File: config.mk
export PLATFORM = sky130hd
export DESIGN_NAME = varint_marker_byte_encoder
export DESIGN_NICKNAME = d
export VERILOG_FILES = /design/src/hdl/vmbe_pkg.sv /design/src/hdl/vmbe_digit.sv /design/src/hdl/vmbe_obuf.sv /design/src/hdl/varint_marker_byte_encoder.sv
export SDC_FILE = /design/constraint.sdc
export NUM_CORES = 1
export LEC_CHECK = 0
export ABC_AREA = 1
export ABC_CLOCK_PERIOD_IN_PS = 5400
export BUFFER_PORTS_ARGS = -buffer_cell sky130_fd_sc_hd__buf_2
export CORE_ASPECT_RATIO = 0.5
export CORE_MARGIN = 3
export CORE_UTILIZATION = 53
export CTS_CLUSTER_DIAMETER = 200
export DETAILED_ROUTE_END_ITERATION = 10
export GPL_TIMING_DRIVEN = 0
export MAX_ROUTING_LAYER = met4
export PLACE_DENSITY = 0.79
export SYNTH_ARGS = -nofsm -noshare
export SYNTH_HDL_FRONTEND = slang
export SYNTH_SLANG_ARGS = --single-unit
File: constraint.sdc
create_clock -name i_clk -period 5.4 [get_ports i_clk]
set_clock_uncertainty 0.2 [all_clocks]
set_input_delay 0 -clock i_clk [delete_from_list [all_inputs] [get_ports i_clk]]
set_output_delay 0 -clock i_clk [all_outputs]
set_load 0.005 [all_outputs]
File: src/hdl/vmbe_pkg.sv
// Package for the variable-length byte encoder: item kinds, marker codes, widths and types.
// Used by vmbe_digit, vmbe_obuf, the top level and the testbench; depends on nothing else.
package vmbe_pkg;

    localparam int VALUE_W    = 64;
    localparam int BYTE_W     = 8;
    localparam int GROUP_BITS = 7;
    localparam int KIND_W     = 2;

    localparam logic [BYTE_W-1:0] MARK_NOT_FOUND = 8'h40;
    localparam logic [BYTE_W-1:0] MARK_INVALID   = 8'h41;
    localparam logic [BYTE_W-1:0] MARK_END_SEQ   = 8'h42;

    typedef enum logic [KIND_W-1:0] {
        KIND_VALUE     = 2'd0,
        KIND_NOT_FOUND = 2'd1,
        KIND_INVALID   = 2'd2,
        KIND_END_SEQ   = 2'd3
    } t_kind;

    typedef enum logic {
        ST_IDLE = 1'b0,
        ST_EMIT = 1'b1
    } t_state;

    typedef struct packed {
        logic [BYTE_W-1:0] data;
        logic              last;
    } t_beat;

    function automatic logic [BYTE_W-1:0] f_marker(input t_kind kind);
        logic [BYTE_W-1:0] code;
        case (kind)
            KIND_NOT_FOUND: code = MARK_NOT_FOUND;
            KIND_INVALID:   code = MARK_INVALID;
            default:        code = MARK_END_SEQ;
        endcase
        return code;
    endfunction

endpackage

File: src/hdl/vmbe_digit.sv
// Group shifter of the encoder: loads one item and emits one 7-bit group per beat.
// Depends on vmbe_pkg.
module vmbe_digit (
    input  logic                          i_clk,
    input  logic                          i_rst_n,
    input  logic                          i_load_valid,
    output logic                          o_load_ready,
    input  vmbe_pkg::t_kind               i_kind,
    input  logic [vmbe_pkg::VALUE_W-1:0]  i_value,
    output logic                          o_beat_valid,
    input  logic                          i_beat_ready,
    output vmbe_pkg::t_beat               o_beat
);
    import vmbe_pkg::*;

    t_state               r_state, n_state;
    logic [VALUE_W-1:0]   r_sr, n_sr;
    logic                 r_mark, n_mark;
    logic                 w_final;

    assign w_final      = r_mark || (r_sr[VALUE_W-1:GROUP_BITS-1] == '0);
    assign o_beat.data  = {~w_final, r_sr[GROUP_BITS-1:0]};
    assign o_beat.last  = w_final;

    always_ff @(posedge i_clk) begin
        if (!i_rst_n) begin
            r_state <= ST_IDLE;
        end else begin
            r_state <= n_state;
        end
        r_sr   <= n_sr;
        r_mark <= n_mark;
    end

    always_comb begin
        n_state      = r_state;
        n_sr         = r_sr;
        n_mark       = r_mark;
        o_load_ready = 1'b0;
        o_beat_valid = 1'b0;
        unique case (r_state)
            ST_IDLE: begin
                o_load_ready = 1'b1;
                if (i_load_valid) begin
                    n_state = ST_EMIT;
                    if (i_kind == KIND_VALUE) begin
                        n_sr   = i_value;
                        n_mark = 1'b0;
                    end else begin
                        n_sr   = {{(VALUE_W-BYTE_W){1'b0}}, f_marker(i_kind)};
                        n_mark = 1'b1;
                    end
                end
            end
            ST_EMIT: begin
                o_beat_valid = 1'b1;
                if (i_beat_ready) begin
                    if (w_final) begin
                        n_state = ST_IDLE;
                    end else begin
                        n_sr = {{GROUP_BITS{1'b0}}, r_sr[VALUE_W-1:GROUP_BITS]};
                    end
                end
            end
            default: begin
                n_state = ST_IDLE;
            end
        endcase
    end

endmodule

File: src/hdl/vmbe_obuf.sv
// Output register of the encoder: holds one beat; ready while empty or while i_ready is high.
// Depends on vmbe_pkg.
module vmbe_obuf (
    input  logic            i_clk,
    input  logic            i_rst_n,
    input  logic            i_valid,
    output logic            o_ready,
    input  vmbe_pkg::t_beat i_beat,
    output logic            o_valid,
    input  logic            i_ready,
    output vmbe_pkg::t_beat o_beat
);
    import vmbe_pkg::*;

    logic  r_valid;
    t_beat r_beat;

    assign o_ready = !r_valid || i_ready;
    assign o_valid = r_valid;
    assign o_beat  = r_beat;

    always_ff @(posedge i_clk) begin
        if (!i_rst_n) begin
            r_valid <= 1'b0;
        end else if (i_valid && o_ready) begin
            r_valid <= 1'b1;
        end else if (i_ready) begin
            r_valid <= 1'b0;
        end
        if (i_valid && o_ready) begin
            r_beat <= i_beat;
        end
    end

endmodule

File: src/hdl/varint_marker_byte_encoder.sv
// Top level of the variable-length byte encoder for values and markers.
// Depends on vmbe_pkg, vmbe_digit and vmbe_obuf.
//
// The slave channel takes one item per beat: tuser holds the kind and tdata the
// 64-bit value. A value is sent as little-endian 7-bit groups, one byte per beat
// on the master channel, bit 7 set on every byte but the last; a marker kind gives
// the single byte 0x40, 0x41 or 0x42. tlast marks the final byte of each item.
// The first byte of an item is registered in the group shifter and then in the
// output register before it is shown on the master channel. An item giving N
// bytes (1 to 10) is loaded in the shifter's idle state and then emitted in its
// emit state, one byte per beat. The shifter handles one item at a time and
// drops tready while it emits; a one-beat output register lets it load the next
// item while the last byte of the previous one still waits to be taken.
// When the receiver stalls, the output register holds its beat and the shifter
// waits with its current group. Reset empties the output register and returns
// the shifter to idle; no beat is lost or repeated across a stall.
module varint_marker_byte_encoder (
    input  logic                          i_clk,
    input  logic                          i_rst_n,
    input  logic                          i_s_axis_tvalid,
    output logic                          o_s_axis_tready,
    input  logic [vmbe_pkg::VALUE_W-1:0]  i_s_axis_tdata,  // [63:0] value
    input  logic [vmbe_pkg::KIND_W-1:0]   i_s_axis_tuser,  // [1:0] kind
    output logic                          o_m_axis_tvalid,
    input  logic                          i_m_axis_tready,
    output logic [vmbe_pkg::BYTE_W-1:0]   o_m_axis_tdata,  // [7:0] out_byte
    output logic                          o_m_axis_tlast
);
    import vmbe_pkg::*;

    logic  w_beat_valid;
    logic  w_beat_ready;
    t_beat w_beat;
    t_beat w_out_beat;

    vmbe_digit u_digit (
        .i_clk        (i_clk),
        .i_rst_n      (i_rst_n),
        .i_load_valid (i_s_axis_tvalid),
        .o_load_ready (o_s_axis_tready),
        .i_kind       (t_kind'(i_s_axis_tuser)),
        .i_value      (i_s_axis_tdata),
        .o_beat_valid (w_beat_valid),
        .i_beat_ready (w_beat_ready),
        .o_beat       (w_beat)
    );

    vmbe_obuf u_obuf (
        .i_clk   (i_clk),
        .i_rst_n (i_rst_n),
        .i_valid (w_beat_valid),
        .o_ready (w_beat_ready),
        .i_beat  (w_beat),
        .o_valid (o_m_axis_tvalid),
        .i_ready (i_m_axis_tready),
        .o_beat  (w_out_beat)
    );

    assign o_m_axis_tdata = w_out_beat.data;
    assign o_m_axis_tlast = w_out_beat.last;

endmodule

# Word-level counts from Yosys, hierarchy flattened
# Index checks and enable logic that the tools add are counted.
# classes
addsub	0
n_mul	0
div	0
n_lt_le_gt_ge	0
eq_ne	5
shift	0
n_mux	15
n_bitwise	2
n_reduce_logical	9
# op_table
op	count
two-way mux 64 bit	4
one-hot mux 64 bit (2 select lines)	1
logical NOT 58 bit	1
two-way mux 1 bit	8
!= test 2 bit (second input constant)	2
one-hot mux 2 bit (2 select lines)	1
AND reduction 3 bit	1
== test 2 x 1 -> 1 bit (second input constant)	1
== test 2 bit (second input constant)	1
logical NOT 2 bit	1
logical OR 1 bit	2
!= test 2 x 1 -> 1 bit (second input constant)	1
inverter 1 bit	2
one-hot mux 1 bit (2 select lines)	1
AND reduction 2 bit	1
nonzero test 2 bit	1
logical AND 1 bit	1
logical NOT 1 bit	1
# totals
register_bits	76
latch_bits	0
mem_bits_rw	0
mem_bits_ro	0
in_bits	70
wordCells	37
memories	0

# Longest topological paths before layout
# depth
ltp_word	5
depth_mapped	8
ltp_nobuf	8

# Cells and area by module
# A second synthesis with hierarchy kept.
# hier_totals
cells_unflattened	254
hier_area_um2	3348.2
# modules_own_cells
module	instances	cells_per_inst	area_per_inst_um2	seq_area_each_um2
vmbe_digit	1	238	3026.7	1971.9
vmbe_obuf	1	16	321.6	290.3

# Worst setup path before layout
# OpenSTA, ideal clock, no wires.
# synth_timing
kind	register to register
startpoint	register u_digit.r_state
endpoint	register u_digit.r_sr[0] (enable)
t_arrival_ps	3788
required_time_ps	4706
setup_slack_ps	919
stages_incl_launch_ff	6
n_path_buf	1
cell_sequence	dfxtp_1 buf_6 inv_2 nor2_2 inv_1 o21ai_1
# synth_via
elab_chain_cells	3
elab_cells_between_ends	5
cone_classes	eq/ne: 3; bitwise: 1; reduce/logical: 1
# synth_rtl
item	line	source
start, declared	vmbe_digit.sv:16	t_state r_state, n_state;
start signal, assigned	vmbe_digit.sv:29	r_state <= n_state;
inverter 1 bit (no source line)	n/a	
!= test 2 bit (no source line)	n/a	
AND reduction 3 bit (no source line) *	n/a	
end signal, assigned	vmbe_digit.sv:31	r_sr <= n_sr;
end, declared	vmbe_digit.sv:17	logic [VALUE_W-1:0] r_sr, n_sr;
# Mark *: on every way between the ends. The rest lies on a longest branch, timed or not.
# A chain may end at the register's enable or synchronous reset.

# Worst setup path after layout
# layout_timing
startpoint	register u_digit.r_state
endpoint	register u_digit.r_sr[63] (enable)
# The elaborated chain is that of the path after synthesis.

==> metrics.yaml <==
status:
  status: "finished, final reports clean"
synth:
  ys_seq_elements: 76
  ys.warnings.count: 0
  syn_area_per_cell_um2: 13.5
  netlist_instances: 243
  yosysSeqAreaShare_pct: 69.0
  synth.distinct_cells: 18
  synthesis.area_mm2: 0.00328
  synth_fp_nets: 315
clock_tree:
  ctsResizeCount: 0
  cts-root-buf: "clkbuf_16"
  cts_sinks: 76
  cts_tree: "done"
  clock_latency_ns: 0.34
  htree_levels: 3
  clockBufferDepth: 2
  clk_pin_slew_ns: 0.06
  numCtsBuffers: 9
sta:
  hold_viol_final: 0
  rsz0062_at_grt: "false"
  slew_headroom_pct: 61.8
  period_share_pct: 49.4
  fmax_mhz: 375
  slew_viol_final: 0
  worst_pin_slew_ns: 0.572
  period_minus_slack_ns: 2.67
  setup_viol: 0
  fin_ws_ns: 2.73
layout:
  n_antenna_cell: 0
  post-route-cell-area_mm2: 0.00481
  fin_util_pct: 83.9
  nets: 476
  area_growth_pct: 46.6
  layout-drive-gt1-share_pct: 27.9
grt:
  antenna_found_initial: 0
  gr-total-overflow: 0
  grt_pass1_wl_um: 12800
  grt_pass1_vias: 2676
  grt.total_usage_pct: 25.5
  grt_max_degree: 34
place:
  port_buffers: 80
  dpl_worst_slack_ns: 2.82
  place_hpwl_um: 4770
  place_congestion: 0.821
  placed_cell_area_mm2: 0.00384
pwr:
  internal-power_mw: 1.18
  p_comb_share_pct: 13.3
  p_sw_uw: 344
  pwr_density_cell_mw_per_mm2: 317
  switching_share_pct: 22.6
  power.leakage_nw: 2.01
  ir_drop_v: 0.000259
  pwr-share-seq_pct: 49.0
  clkPwrFrac_pct: 37.7
  total_power_mw: 1.53
hold_path:
  hold_class: "primary input to flop"
  worst_hold_path.num_cells: 4
  worstHoldStart: "i_s_axis_tuser[1]"
  holdPathEnd: "u_digit.r_mark$_DFFE_PP_"
floorplan:
  coreArea_mm2: 0.00573
  die_h_um: 61.6
  die_area_mm2: 0.00723
  die_x_um: 117
  ioPinCount: 81
  core.rowCount: 19
  start_util_pct: 57.3
route:
  totalWireLength_um: 8330
  drt_iter0_markers: 229
  vias: 2599
  drc_errors: 0
  wl_per_cell_um: 16.9
  antenna_left: 0
  vias_per_cell: 5.27
  firstDrtPassIters: 5
worst_setup_path:
  r2r_cells: 7
  cp.required_ns: 5.23
  cp_max_fo: 33
  timing.rr.start: "u_digit.r_state$_SDFF_PN0_"
  rr_endpoint: "u_digit.r_sr[63]$_SDFFCE_PP0P_"
  path_class: "flop to flop"
  reg2reg_slack_ns: 2.73
  critPathLaunchType: "flop"
  end_kind: "flop"
  arrival_ns: 2.50
run:
  maxCapViolations: 0
timing repair:
item | 4_1_cts | 5_1_grt
endpoints found under the hold margin | 67 | 0
hold buffers | 68 | 0
buffers inserted | 0 | 0
final cells by class:
class | count | area [µm²]
Clock buffer | 10 | 229
Buffer | 12 | 110
Inverter | 17 | 63.8
Timing Repair Buffer | 150 | 1130
Clock inverter | 6 | 55.1
Sequential cell | 76 | 2260
Multi-Input combinational cell | 138 | 856
Tap cell | 84 | 105
Fill cell | 280 | 920
critical path: stages, from the launching register on:
cell,delay (ns)
dfxtp_1,0.33
buf_6,0.15
inv_2,0.08
nor2_2,0.47
inv_1,0.19
o21ai_4,0.46
buf_16,0.23
buf_12,0.22
kinds of logic (layout without fill, tap and decap cells):
| logic type | after synthesis | after routing | share of synthesized area [%] |
|---|---|---|---|
| DFF | 76 | 76 | 69.0 |
| and+or+nand+nor | 73 | 73 | 9.00 |
| AOI/OAI and AO/OA | 63 | 63 | 16.0 |
| buffers and inverters | 29 | 195 | 5.30 |
| adders and majority gates | 2 | 2 | 0.763 |
per-stage QoR:
step	hold WS [ns]	TNS, ns	std cells
finish	0.0683	0	493
global route	0.0853	0	493
CTS	0.0559	0	493
detailed placement	0.0235	0	409
global placement	0.0169	-12.86	407
floorplan	-0.0823	0	243
cell usage after synthesis:
cell type | n | area (µm²)
buf_6 | 8 | 90.1
inv_2 | 3 | 11.3
dfxtp_1 | 2 | 40.0
a21oi_1 | 1 | 5.00
inv_1 | 14 | 52.6
o21ai_0 | 5 | 25.0
o21a_1 | 1 | 7.51
a22o_1 | 54 | 473
edfxtp_1 | 74 | 2220
nor2_8 | 1 | 20.0
ha_1 | 2 | 25.0
buf_2 | 4 | 20.0
o21ai_1 | 1 | 5.00
nand2_1 | 23 | 86.3
nand2_2 | 1 | 6.26
o22a_1 | 1 | 8.76
nor2_2 | 1 | 6.26
nor2_1 | 47 | 176
power groups by stage:
stage / Combinational (mW) / Clock (mW) / Sequential (mW)
4_1_cts: 0.196 / 0.579 / 0.746
3_3_place_gp: 0.142 / 0 / 0.761
6_report: 0.202 / 0.575 / 0.748
2_1_floorplan: 0.0927 / 0 / 0.754
3_5_place_dp: 0.156 / 0 / 0.757
5_1_grt: 0.219 / 0.611 / 0.752
layout by cell type (no fill, tap or decap), drive strengths merged:
cell type,netlist,routed
clkinv,0,4
o21ai,6,6
ha,2,2
a22o,54,54
dlygate4sd3,0,68
nand2,24,24
clkbuf,0,10
o22a,1,1
bufinv,0,1
buf,12,94
o21a,1,1
clkinvlp,0,1
nor2,49,49
a21oi,1,1
edfxtp,74,74
inv,17,17
dfxtp,2,2
layer usage:
metal | track usage, % | up-vias | wire length (µm)
met5 | - | - | 0
met4 | 9.48 | 0 | 142
met3 | 7.75 | 15 | 639
met2 | 44.8 | 119 | 4410
met1 | 28.0 | 1240 | 3140
li1 | - | 1225 | -
worst max path at each step:
stage | startpoint | endpoint | slack [ns] | cells past startpoint
floorplan | u_digit.r_state$_SDFF_PN0_ | u_digit.r_sr[0]$_DFFE_PP_ | 0.92 | 5
global placement | u_digit.r_state$_SDFF_PN0_ | u_digit.r_sr[60]$_SDFFCE_PP0P_ | -0.20 | 5
detailed placement | u_digit.r_state$_SDFF_PN0_ | u_digit.r_sr[59]$_SDFFCE_PP0P_ | 2.82 | 7
CTS | u_digit.r_state$_SDFF_PN0_ | u_digit.r_sr[52]$_DFFE_PP_ | 2.80 | 7
global route | u_digit.r_state$_SDFF_PN0_ | u_digit.r_sr[54]$_DFFE_PP_ | 2.58 | 7
finish | u_digit.r_state$_SDFF_PN0_ | u_digit.r_sr[63]$_SDFFCE_PP0P_ | 2.73 | 7
sequential cells by signal, indices dropped and copies added, names as in the netlist:
name / flops
u_obuf.o_beat: 9
u_digit.r_sr: 64
u_digit.r_state: 1
u_digit.r_mark: 1
u_obuf.o_valid: 1
No activity file was read; power rests on OpenSTA's default activity.
